[src/hdl/i2cbm_pkg.sv]
// package for the tick-driven i2c bit-level master
// holds the command codes, phase limits and the transfer payload structs
// no dependencies
`default_nettype none

package i2cbm_pkg;

    // command codes on the func field, also the running operation
    typedef enum logic [2:0] {
        OP_IDLE  = 3'd0,
        OP_START = 3'd1,
        OP_STOP  = 3'd2,
        OP_WRITE = 3'd3,
        OP_READ  = 3'd4,
        OP_ADDR  = 3'd5
    } op_t;

    localparam int PHASE_W = 6;

    localparam logic [PHASE_W-1:0] LAST_START  = 6'd4;
    localparam logic [PHASE_W-1:0] LAST_STOP   = 6'd3;
    localparam logic [PHASE_W-1:0] WR_ACK_STEP = 6'd32;
    localparam logic [PHASE_W-1:0] RD_LAST_BIT = 6'd24;
    localparam logic [PHASE_W-1:0] RD_ACK_STEP = 6'd25;
    localparam logic [PHASE_W-1:0] RD_CLK_LOW  = 6'd26;

    localparam logic [7:0] MSB_MASK  = 8'h80;
    localparam logic [7:0] ADDR_MASK = 8'hfe;

    typedef struct packed {
        logic [2:0] func;
        logic [7:0] tx_byte;
        logic       read_not_write;
        logic       ack_ctrl;
        logic       sda_in;
    } cmd_t;

    typedef struct packed {
        logic       scl_low;
        logic       sda_low;
        logic       busy_res;
        logic       done_res;
        logic [7:0] rx_byte;
        logic       ack_ok;
    } res_t;

    // residue mod 3 of a 5-bit value, from bit weights 1,2,1,2,1
    function automatic logic [1:0] mod3_5b(input logic [4:0] x);
        logic [2:0] s;
        s = 3'(x[0]) + 3'(x[2]) + 3'(x[4]) + {1'b0, x[1], 1'b0} + {1'b0, x[3], 1'b0};
        if (s >= 3'd6)
            return 2'(s - 3'd6);
        else if (s >= 3'd3)
            return 2'(s - 3'd3);
        else
            return s[1:0];
    endfunction

endpackage

`default_nettype wire

[src/hdl/i2c_bit_level_master.sv]
// Tick-driven open-drain i2c master. Every accepted cmd transfer is one timing
// tick and produces exactly one result, presented on res the next cycle, or later
// while results ahead of it still wait for res_stall to drop; a new tick can be
// taken every cycle unless stalled. The tick's pin action, phase step and shift
// are done in one pass from the state registers into the result register. A
// two-entry output (result register plus skid register) lets cmd_stall stay
// low while one result waits; it rises only once the skid register is also full.
// depends on i2cbm_pkg
`default_nettype none

module i2c_bit_level_master (
    input  wire logic            clk,
    input  wire logic            rst_n,
    input  wire logic            cmd_valid,
    output logic                 cmd_stall,
    input  wire i2cbm_pkg::cmd_t cmd,
    output logic                 res_valid,
    input  wire logic            res_stall,
    output i2cbm_pkg::res_t      res
);
    import i2cbm_pkg::*;

    op_t               op_reg, op_next, cur_op;
    logic [PHASE_W-1:0] phase_reg, phase_next, cur_phase;
    logic [7:0]        shift_reg, shift_next, cur_shift;
    logic              scl_reg, scl_next;
    logic              sda_reg, sda_next;
    logic              ack_reg, ack_next;
    logic              want_reg, want_next;
    logic [7:0]        rx_reg, rx_next;
    logic              done;
    logic [1:0]        rd_slot;

    logic              out_valid_reg, skid_valid_reg;
    res_t              out_reg, skid_reg;
    res_t              res_new;
    logic              accept, taken;

    assign accept    = cmd_valid && !cmd_stall;
    assign taken     = out_valid_reg && !res_stall;
    assign cmd_stall = skid_valid_reg;
    assign res_valid = out_valid_reg;
    assign res       = out_reg;

    // command launch when idle
    always_comb
    begin
        cur_op    = op_reg;
        cur_phase = phase_reg;
        cur_shift = shift_reg;
        want_next = want_reg;
        if (op_reg == OP_IDLE) begin
            case (cmd.func) inside
                OP_START, OP_STOP, OP_WRITE, OP_READ:
                begin
                    cur_op    = op_t'(cmd.func);
                    cur_phase = '0;
                    cur_shift = cmd.tx_byte;
                    want_next = cmd.ack_ctrl;
                end
                OP_ADDR:
                begin
                    cur_op    = OP_WRITE;
                    cur_phase = '0;
                    cur_shift = ((cmd.tx_byte << 1) & ADDR_MASK) | {7'd0, cmd.read_not_write};
                    want_next = cmd.ack_ctrl;
                end
                default:
                begin
                    cur_op = OP_IDLE;
                end
            endcase
        end
    end

    assign rd_slot = mod3_5b(5'(cur_phase - 6'd1));

    // pin actions of the current phase
    always_comb
    begin
        scl_next   = scl_reg;
        sda_next   = sda_reg;
        shift_next = cur_shift;
        ack_next   = ack_reg;
        rx_next    = rx_reg;
        done       = 1'b0;
        unique case (cur_op)
            OP_START:
            begin
                case (cur_phase)
                    6'd0:    scl_next = 1'b1;
                    6'd1:    sda_next = 1'b0;
                    6'd2:    scl_next = 1'b0;
                    6'd3:    sda_next = 1'b1;
                    default: scl_next = 1'b1;
                endcase
                done = cur_phase >= LAST_START;
            end
            OP_STOP:
            begin
                case (cur_phase)
                    6'd0:    scl_next = 1'b1;
                    6'd1:    sda_next = 1'b1;
                    6'd2:    scl_next = 1'b0;
                    default: sda_next = 1'b0;
                endcase
                done = cur_phase >= LAST_STOP;
            end
            OP_WRITE:
            begin
                if (cur_phase < WR_ACK_STEP) begin
                    case (cur_phase[1:0])
                        2'd0:    sda_next = (cur_shift & MSB_MASK) == 8'd0;
                        2'd1:    scl_next = 1'b0;
                        2'd2:    scl_next = 1'b1;
                        default:
                        begin
                            sda_next   = 1'b0;
                            shift_next = cur_shift << 1;
                        end
                    endcase
                end else if (cur_phase == WR_ACK_STEP) begin
                    ack_next = !cmd.sda_in;
                    scl_next = 1'b0;
                end else begin
                    scl_next = 1'b1;
                    done     = 1'b1;
                end
            end
            OP_READ:
            begin
                if (cur_phase == 6'd0) begin
                    sda_next   = 1'b0;
                    shift_next = 8'd0;
                end else if (cur_phase <= RD_LAST_BIT) begin
                    case (rd_slot)
                        2'd0:    scl_next = 1'b0;
                        2'd1:    shift_next = {cur_shift[6:0], cmd.sda_in};
                        default:
                        begin
                            scl_next = 1'b1;
                            if (cur_phase == RD_LAST_BIT)
                                rx_next = cur_shift;
                        end
                    endcase
                end else if (cur_phase == RD_ACK_STEP) begin
                    if (want_next)
                        sda_next = 1'b1;
                end else if (cur_phase == RD_CLK_LOW) begin
                    scl_next = 1'b0;
                end else begin
                    scl_next = 1'b1;
                    done     = 1'b1;
                end
            end
            default:
            begin
                done = 1'b0;
            end
        endcase
    end

    // next operation and phase
    always_comb
    begin
        op_next    = cur_op;
        phase_next = cur_phase;
        if (cur_op != OP_IDLE) begin
            if (done) begin
                op_next    = OP_IDLE;
                phase_next = '0;
            end else begin
                phase_next = cur_phase + 6'd1;
            end
        end
    end

    always_comb
    begin
        res_new.scl_low  = scl_next;
        res_new.sda_low  = sda_next;
        res_new.busy_res = op_next != OP_IDLE;
        res_new.done_res = done;
        res_new.rx_byte  = rx_next;
        res_new.ack_ok   = ack_next;
    end

    always_ff @(posedge clk or negedge rst_n)
    begin
        if (!rst_n) begin
            op_reg    <= OP_IDLE;
            phase_reg <= '0;
            shift_reg <= '0;
            scl_reg   <= 1'b0;
            sda_reg   <= 1'b0;
            ack_reg   <= 1'b0;
            want_reg  <= 1'b0;
            rx_reg    <= '0;
        end else if (accept) begin
            op_reg    <= op_next;
            phase_reg <= phase_next;
            shift_reg <= shift_next;
            scl_reg   <= scl_next;
            sda_reg   <= sda_next;
            ack_reg   <= ack_next;
            want_reg  <= want_next;
            rx_reg    <= rx_next;
        end
    end

    // result register with a skid entry behind it
    always_ff @(posedge clk or negedge rst_n)
    begin
        if (!rst_n) begin
            out_valid_reg  <= 1'b0;
            skid_valid_reg <= 1'b0;
        end else begin
            if (accept) begin
                if (!out_valid_reg || taken)
                    out_valid_reg <= 1'b1;
                else
                    skid_valid_reg <= 1'b1;
            end else if (taken) begin
                out_valid_reg  <= skid_valid_reg;
                skid_valid_reg <= 1'b0;
            end
        end
    end

    always_ff @(posedge clk)
    begin
        if (accept) begin
            if (!out_valid_reg || taken)
                out_reg <= res_new;
            else
                skid_reg <= res_new;
        end else if (taken && skid_valid_reg) begin
            out_reg <= skid_reg;
        end
    end

    a_skid_behind_out: assert property (@(posedge clk) disable iff (!rst_n)
        skid_valid_reg |-> out_valid_reg)
        else $error("skid entry held while result register empty");

    a_done_not_busy: assert property (@(posedge clk) disable iff (!rst_n)
        out_valid_reg |-> !(out_reg.done_res && out_reg.busy_res))
        else $error("result shows done and busy together");

    a_idle_phase_zero: assert property (@(posedge clk) disable iff (!rst_n)
        op_reg == OP_IDLE |-> phase_reg == '0)
        else $error("phase left nonzero while idle");

    a_start_phase_bound: assert property (@(posedge clk) disable iff (!rst_n)
        op_reg == OP_START |-> phase_reg <= LAST_START)
        else $error("start sequence ran past its last phase");

    a_state_holds_stalled: assert property (@(posedge clk) disable iff (!rst_n)
        cmd_stall |=> $stable(op_reg) && $stable(phase_reg))
        else $error("state moved without a cmd transfer");

endmodule

`default_nettype wire
[config.mk]
export PLATFORM = sky130hd
export DESIGN_NAME = i2c_bit_level_master
export DESIGN_NICKNAME = d
export VERILOG_FILES = /design/src/hdl/i2cbm_pkg.sv /design/src/hdl/i2c_bit_level_master.sv
export SDC_FILE = /design/constraint.sdc
export NUM_CORES = 1
export LEC_CHECK = 0
export BUFFER_PORTS_ARGS = -buffer_cell sky130_fd_sc_hd__buf_2
export CAP_MARGIN = 20
export CORE_ASPECT_RATIO = 1.2
export CORE_MARGIN = 2
export CORE_UTILIZATION = 44
export DETAILED_ROUTE_END_ITERATION = 16
export GPL_TIMING_DRIVEN = 1
export SYNTH_ARGS = -nofsm -noshare
export SYNTH_HDL_FRONTEND = slang
export SYNTH_SLANG_ARGS = --single-unit
export TNS_END_PERCENT = 20
[constraint.sdc]
create_clock -name clk -period 13.95 [get_ports clk]
set_input_delay 0.6975 -clock clk [delete_from_list [all_inputs] [get_ports clk]]
set_output_delay 0.6975 -clock clk [all_outputs]
set_load 0.1 [all_outputs]
# [Word level (Yosys, flattened, before mapping)]
# Index checks and enable logic that the tools add are counted.
[op_classes] n_bitwise=2 order_cmp=6 n_addsub=8 n_eq_ne=21 n_mux=66 reduce_logical=27
[op_table] cell="$mux W8" n=13
[op_table] cell="$mux W13" n=3
[op_table] cell="$mux W6" n=5
[op_table] cell="$mux W1" n=27
[op_table] cell="$eq A6 B5 Y1 const B" n=3
[op_table] cell="$pmux W8 S2" n=1
[op_table] cell="$pmux W1 S2" n=7
[op_table] cell="$eq A3 B2 Y1 const B" n=4
[op_table] cell="$eq A6 B2 Y1 const B" n=2
[op_table] cell="$mux W3" n=4
[op_table] cell="$pmux W1 S4" n=3
[op_table] cell="$eq A3 B3 Y1 const B" n=3
[op_table] cell="$logic_not A8 Y1" n=1
[op_table] cell="$or A8 B1 Y8" n=1
[op_table] cell="$reduce_and A2 Y1" n=4
[op_table] cell="$reduce_or A2 Y1" n=4
[op_table] cell="$add A3 B2 Y3" n=2
[op_table] cell="$add A6 B1 Y6 const B" n=1
[op_table] cell="$eq A3 B1 Y1 const B" n=2
[op_table] cell="$eq A6 B1 Y1 const B" n=1
[op_table] cell="$eq A6 B6 Y1 const B" n=1
[op_table] cell="$ge A6 B2 Y1 const B" n=1
[op_table] cell="$ge A6 B3 Y1 const B" n=1
[op_table] cell="$le A6 B5 Y1 const B" n=1
[op_table] cell="23 further kinds" n=35
[totals] register_bits=57 output_inout_bits=15 inputBits=18

# [Logic depth before layout (Yosys ltp)]
# Gate-level depths: netlist of run 1.
[depth] depth_word=20 mapped_depth=19 mapped_depth_nobuf=17

# [Worst setup path before layout of run 1]
# OpenSTA, ideal clock, no wires.
[synth_timing] path_type="input -> register" startpoint="in cmd[11] in the netlist's numbering" endpoint="reg out_reg, in the netlist res[8], data pin" setup_slack_ns=8.601 cell_stages=18 setup_ns=0.254 t_arrival_ns=5.095 path_cell_list="buf_2 > or3_1 > nand3_1 > clkbuf_1 > and2_1 > inv_1 > ha_1 > xor2_1 > fa_1 > fa_1 > inv_1 > ha_1 > nand2_1 > a21o_1 > a211oi_4 > mux2_2 > and2_1 > a21o_1"
[synth_rtl] item="start: declaration" line="i2c_bit_level_master.sv:16" text="input wire i2cbm_pkg::cmd_t cmd,"
[synth_rtl] item="end signal: assignment" line="i2c_bit_level_master.sv:234" text="out_reg <= res_new;"
[synth_rtl] item="end signal: assignment" line="i2c_bit_level_master.sv:238" text="out_reg <= skid_reg;"
[synth_rtl] item="end: declaration" line="i2c_bit_level_master.sv:35" text="res_t out_reg, skid_reg;"

==> results of run 1 <==
## cells in the final DEF, fill, tap and decap left out, types with 4 or more instances in the layout
cell type and instances:
a21o_1 6, o31ai_1 5, inv_1 26, edfxtp_1 26
nand2_1 40, dfrtp_1 31, mux2i_1 9, and2_1 8
o22ai_1 4, clkbuf_8 9, o21ai_0 16, nor2_1 39
o32ai_1 7, a21oi_1 18, buf_2 32, o21ai_1 18
nand2b_1 6, o21a_1 4, nand4_1 5, nand3_1 8
a22o_1 8, a22oi_1 8, nor3b_1 5, ha_1 7
## through the flow
stage	setup WS (ps)	util	hold WS [ps]	area (um^2)
global route	8040	0.500	467	4030
floorplan	8600	-	402	3610
finish	8390	0.500	399	4030
global placement	8320	0.471	462	3800
detailed placement	8220	0.471	476	3800
CTS	8390	0.499	423	4020
## final timing paths
check                            end  depth (start not counted)  slack [ps]
max                           res[8]                         17        8390
min                        op_reg[0]                          1         400
max reg2reg                   res[8]                         17        8390
min reg2reg                rx_reg[6]                          2         490
max in group asynchronous  cmd_stall                          1       13070
min in group clk           rx_reg[6]                          2         490
## kinds of logic after synthesis
logic type / count (synthesis) / synth area share
and+or+nand+nor: 140 / 0.198
AOI/OAI and AO/OA: 125 / 0.244
DFF: 57 / 0.431
buffers and inverters: 50 / 0.0565
muxes: 10 / 0.0281
adders and majority gates: 9 / 0.0354
xor gates and xnor gates: 3 / 0.00729
## layer usage
metal	track usage	vias to the layer above	share of wire
met1	0.277	1437	0.48
met2	0.304	89	0.45
met3	0.0325	16	0.039
met5	0	-	0
met4	0.111	0	0.027
li1	-	1490	-
## cell usage after synthesis, types with 5 or more instances
library cell   n
a21oi_1       18
mux2i_1        9
nor3b_1        5
nor2_1        39
edfxtp_1      26
clkbuf_1      18
inv_1         26
nand4_1        5
a22o_1         8
nand3_1        8
o21ai_0       16
dfrtp_1       31
o31ai_1        5
a21o_1         6
o21ai_1       18
and2_1         8
nand2_1       40
a22oi_1        8
nand2b_1       6
ha_1           7
o32ai_1        7
## layout make-up
type	count	share of cell area
Clock inverter	7	0.0254
Clock buffer	9	0.0307
Tap cell	95	0.0295
Inverter	26	0.0242
Timing Repair Buffer	35	0.0453
Multi-Input combinational cell	287	0.459
Sequential cell	57	0.386
## worst reg2reg max path: cells and delay by family (launching register included)
family	cells	cell delay [ps]
mux	1	410
buf+inv	2	190
simple gates	4	1690
fa+ha+maj	4	1470
flops	1	460
compound gates	6	1120
==> out/qor.yml, run 1 <==
status: "finished clean"
cts_buffers: 9
clock_latency_ps: 360
cpLargestDelayFamily: "simple AND/OR/NAND/NOR gates"
cap_violations: 0
period_share: 0.398
cts_tree: "built"
netlist.area_leader.share: 0.216
setup_viol: 0
startpoint: "op_reg[0]"
drtIter0Drc: 146
multi_input_area_um2: 1850
maxSlewHeadroom: 0.508
cts.sinks: 57
antennaDiodeCount: 0
synth_edf_count: 26
arrival_ps: 5670
clk_path_buf_depth: 2
crit_chain: "nor3_2 > nand3_1 > and2_1 > inv_1 > ha_1 > o21a_1 > a31oi_1 > fa_1 > fa_1 > inv_1 > ha_1 > o21bai_1 > a21o_1 > a211oi_4 > mux2_2 > and2_1 > a21o_1"
clk_pin_slew_worst_paths_ps: 70
drive_above_1_share: 0.150
fillers: 772
area_growth_pct: 11.8
place_inst: 499
die-area_um2: 8940
start_util: 0.447
drc: 0
grt_use_total: 0.201
grt_start_max_net_pins: 51
cpPeakStageDelay_ps: 620
start_kind: "flop"
die_x_um: 86.7
gr-total-overflow: 0
cts_hold_buffers: 0
synthesis.nets: 421
rsz0062_at_grt: "no"
drt-vias-per-instance: 5.88
seq_area_frac_synth: 0.431
required_ps: 14060
postRouteAntennaNets: 0
crit_path_end_kind: "flop"
rows: 36
globalplace.congestion: 0.916
final_cells: 516
antenna_found_initial: 0
cts-root-buf: "clkbuf_8"
synth_area_leaders: "edfxtp_1, dfrtp_1, nand2_1"
avgSynthCellArea_um2: 9.16
drt_wl_total_um: 8480
cts_resized: 0
ios: 33
finalClockSkew_ps: 13.4
cp_num_buf_inv: 2
worst_pin_slew_ps: 738
synth_top_area_cell: "edfxtp_1"
core_area_um2: 8060
finalMaxSlewViolations: 0
port-buffer-count: 32
vias: 3032
final-seq-area_um2: 1560
worstHoldPathType: "in -> async"
syn-cell-area_um2: 3610
synth_cell_types: 66
r2r_start: "op_reg[0]"
finalNetCount: 443
synth-main-ff-cell: "dfrtp_1"
syn_inst: 394
yosysWarningCount: 0
cts_max_level: 3
yosys_register_bits: 57
die_h_um: 103
grt_pass1_wl_um: 13700
hold_viol_final: 0
post-cts-setup-buffers: 0
max_freq_mhz: 180
critPathSlowestCell: "nand3_1"
critPathKind: "reg -> reg"
place_hpwl_um: 5940
first_global_vias: 2742
dr.pass1.iters: 5
final.min_clock_period_ps: 5560
async_flop_share: 0.544
path_max_fanout: 18
tns_ps: 0
wire_per_inst_um: 16.4
Power of run 1 is left out: the tool's default activity adds up to more than one toggle a clock period on the data nets, which glitch-free logic cannot reach.
==> inputs of run 2 (changes only) <==
- ABC_AREA: unset -> 1
- clock period: 13.95 -> 5.8 ns (I/O delays scaled with it)
==> out/qor.yml, run 2 <==
holdWs_ps: 32.3
cts_max_level: 3
drtIter0Drc: 197
die_x_um: 86.1
post-cts-setup-buffers: 0
die-area_um2: 8830
cts_hold_buffers: 0
gr-total-overflow: 0
clk_path_buf_depth: 2
grt_use_total: 0.198
ios: 33
cpLargestDelayFamily: "simple AND/OR/NAND/NOR gates"
synth_top_area_cell: "edfxtp_1"
critPathKind: "reg -> reg"
final.min_clock_period_ps: 4660
netlist.area_leader.share: 0.219
cpPeakStageDelay_ps: 550
wire_per_inst_um: 14.2
hold_viol_final: 0
worst_pin_slew_ps: 840
status: "finished clean"
required_ps: 5880
dr.pass1.iters: 4
cts_tree: "built"
finalClockSkew_ps: 11.5
drt_wl_total_um: 8030
grt_pass1_wl_um: 13600
yosys_register_bits: 57
avgSynthCellArea_um2: 8.28
post_dp_cell_area_um2: 3810
yosysMostFrequentCell: "nand2_1"
synth_edf_count: 26
path_max_fanout: 16
finalNetCount: 494
syn_inst: 430
rows: 35
tns_ps: 0
setup_viol: 0
globalplace.congestion: 0.930
yosysWarningCount: 0
vias: 2940
first_global_vias: 2938
cap_violations: 0
drc: 0
cts.sinks: 57
antenna_found_initial: 0
final-seq-area_um2: 1560
cts-root-buf: "clkbuf_8"
synth-main-ff-cell: "dfrtp_1"
final_common_cell: "nand2_1"
synth_cell_types: 42
grt_start_max_net_pins: 35
clk_pin_slew_worst_paths_ps: 70
arrival_ps: 4730
worstHoldPathType: "in -> async"
utilization: 0.525
critPathSlowestCell: "fa_1"
port-buffer-count: 32
place_hpwl_um: 5920
cts_resized: 0
rsz0062_at_grt: "no"
cp_num_buf_inv: 5
core_area_um2: 7750
antennaDiodeCount: 0
multi_input_area_um2: 1730
crit_top_cell: "nand2_1"
maxSlewHeadroom: 0.439
postRouteAntennaNets: 0
drt-vias-per-instance: 5.21
async_flop_share: 0.544
final_cell_mix: "nand2_1, inv_1, nor2_1"
syn-cell-area_um2: 3560
start_util: 0.459
netlist_top_cells_count: "nand2_1, inv_1, nor2_1, dfrtp_1"
crit_path_end_kind: "flop"
stdcell_area_um2: 4070
fillers: 756
clock_latency_ps: 330
cts_buffers: 9
period_share: 0.803
die_h_um: 103
drive_above_1_share: 0.208
start_kind: "flop"
max_freq_mhz: 215
synth_area_leaders: "edfxtp_1, dfrtp_1, nand2_1"
finalMaxSlewViolations: 0
area_growth_pct: 14.3
synthesis.nets: 457
seq_area_frac_synth: 0.437
[run 2: worst paths after layout]
check | startpoint | to | slack (ps) | cells after the start
min in group clk | res_stall | res_valid | 220 | 3
worst max-delay path | op_reg[1] | res[6] | 1140 | 27
worst min-delay path | rst_n | phase_reg[5] | 30 | 1
worst max register to register | op_reg[1] | res[6] | 1140 | 27
worst min register to register | skid_reg[8] | res[8] | 520 | 2
max in group asynchronous | rst_n | ack_reg | 5280 | 1
[run 2: kinds of logic (layout without fill, tap and decap cells)]
| kind of cell | after synthesis | count (layout) | synth area share |
|---|---|---|---|
| compound gates | 86 | 86 | 0.169 |
| xor+xnor | 4 | 4 | 0.00984 |
| fa+ha+maj | 9 | 9 | 0.0359 |
| buf+inv | 68 | 110 | 0.0766 |
| flops | 57 | 57 | 0.437 |
| mux | 1 | 1 | 0.00281 |
| simple gates | 205 | 205 | 0.268 |
[run 2: cell type report]
| cell class | count | share of cell area |
|---|---|---|
| repair buffers | 35 | 0.0458 |
| inverters | 59 | 0.0544 |
| multi-input cells | 305 | 0.425 |
| well taps | 92 | 0.0283 |
| flip-flops and latches | 57 | 0.383 |
| clock inverters | 6 | 0.0320 |
| clock buffers | 10 | 0.0314 |
[run 2: metrics by stage]
step | cells | setup slack [ps]
2_1_floorplan | 430 | 1790
3_3_place_gp | 547 | 1320
3_5_place_dp | 548 | 1130
4_1_cts | 564 | 1120
5_1_grt | 564 | 758
6_report | 564 | 1140
[run 2: metal layers]
metal | global-route usage | part of all wire
met1 | 0.246 | 0.45
met2 | 0.339 | 0.48
met3 | 0.0304 | 0.038
met4 | 0.0916 | 0.034
met5 | 0 | 0
[run 2: worst register-to-register path, cell delays in order, from the launching register on]
cell     delay (ps)
dfrtp_1         390
inv_2           100
nand2_2         100
nor2_8          220
nand2_4         120
nand2_4         140
inv_2           110
nand2_1         170
ha_1            210
nand2_1          70
xor2_1          160
fa_1            400
fa_1            550
inv_1            90
ha_1            180
inv_1            50
nand2_1          50
nor2_1          150
or2_2           130
nand2_1          40
nand2_1          70
inv_1            70
nor2_2          150
nand2_4         230
nor2_1          270
a21oi_4          50
nand2_1          80
nand2_1          70
Power of run 2 is left out for the same reason.
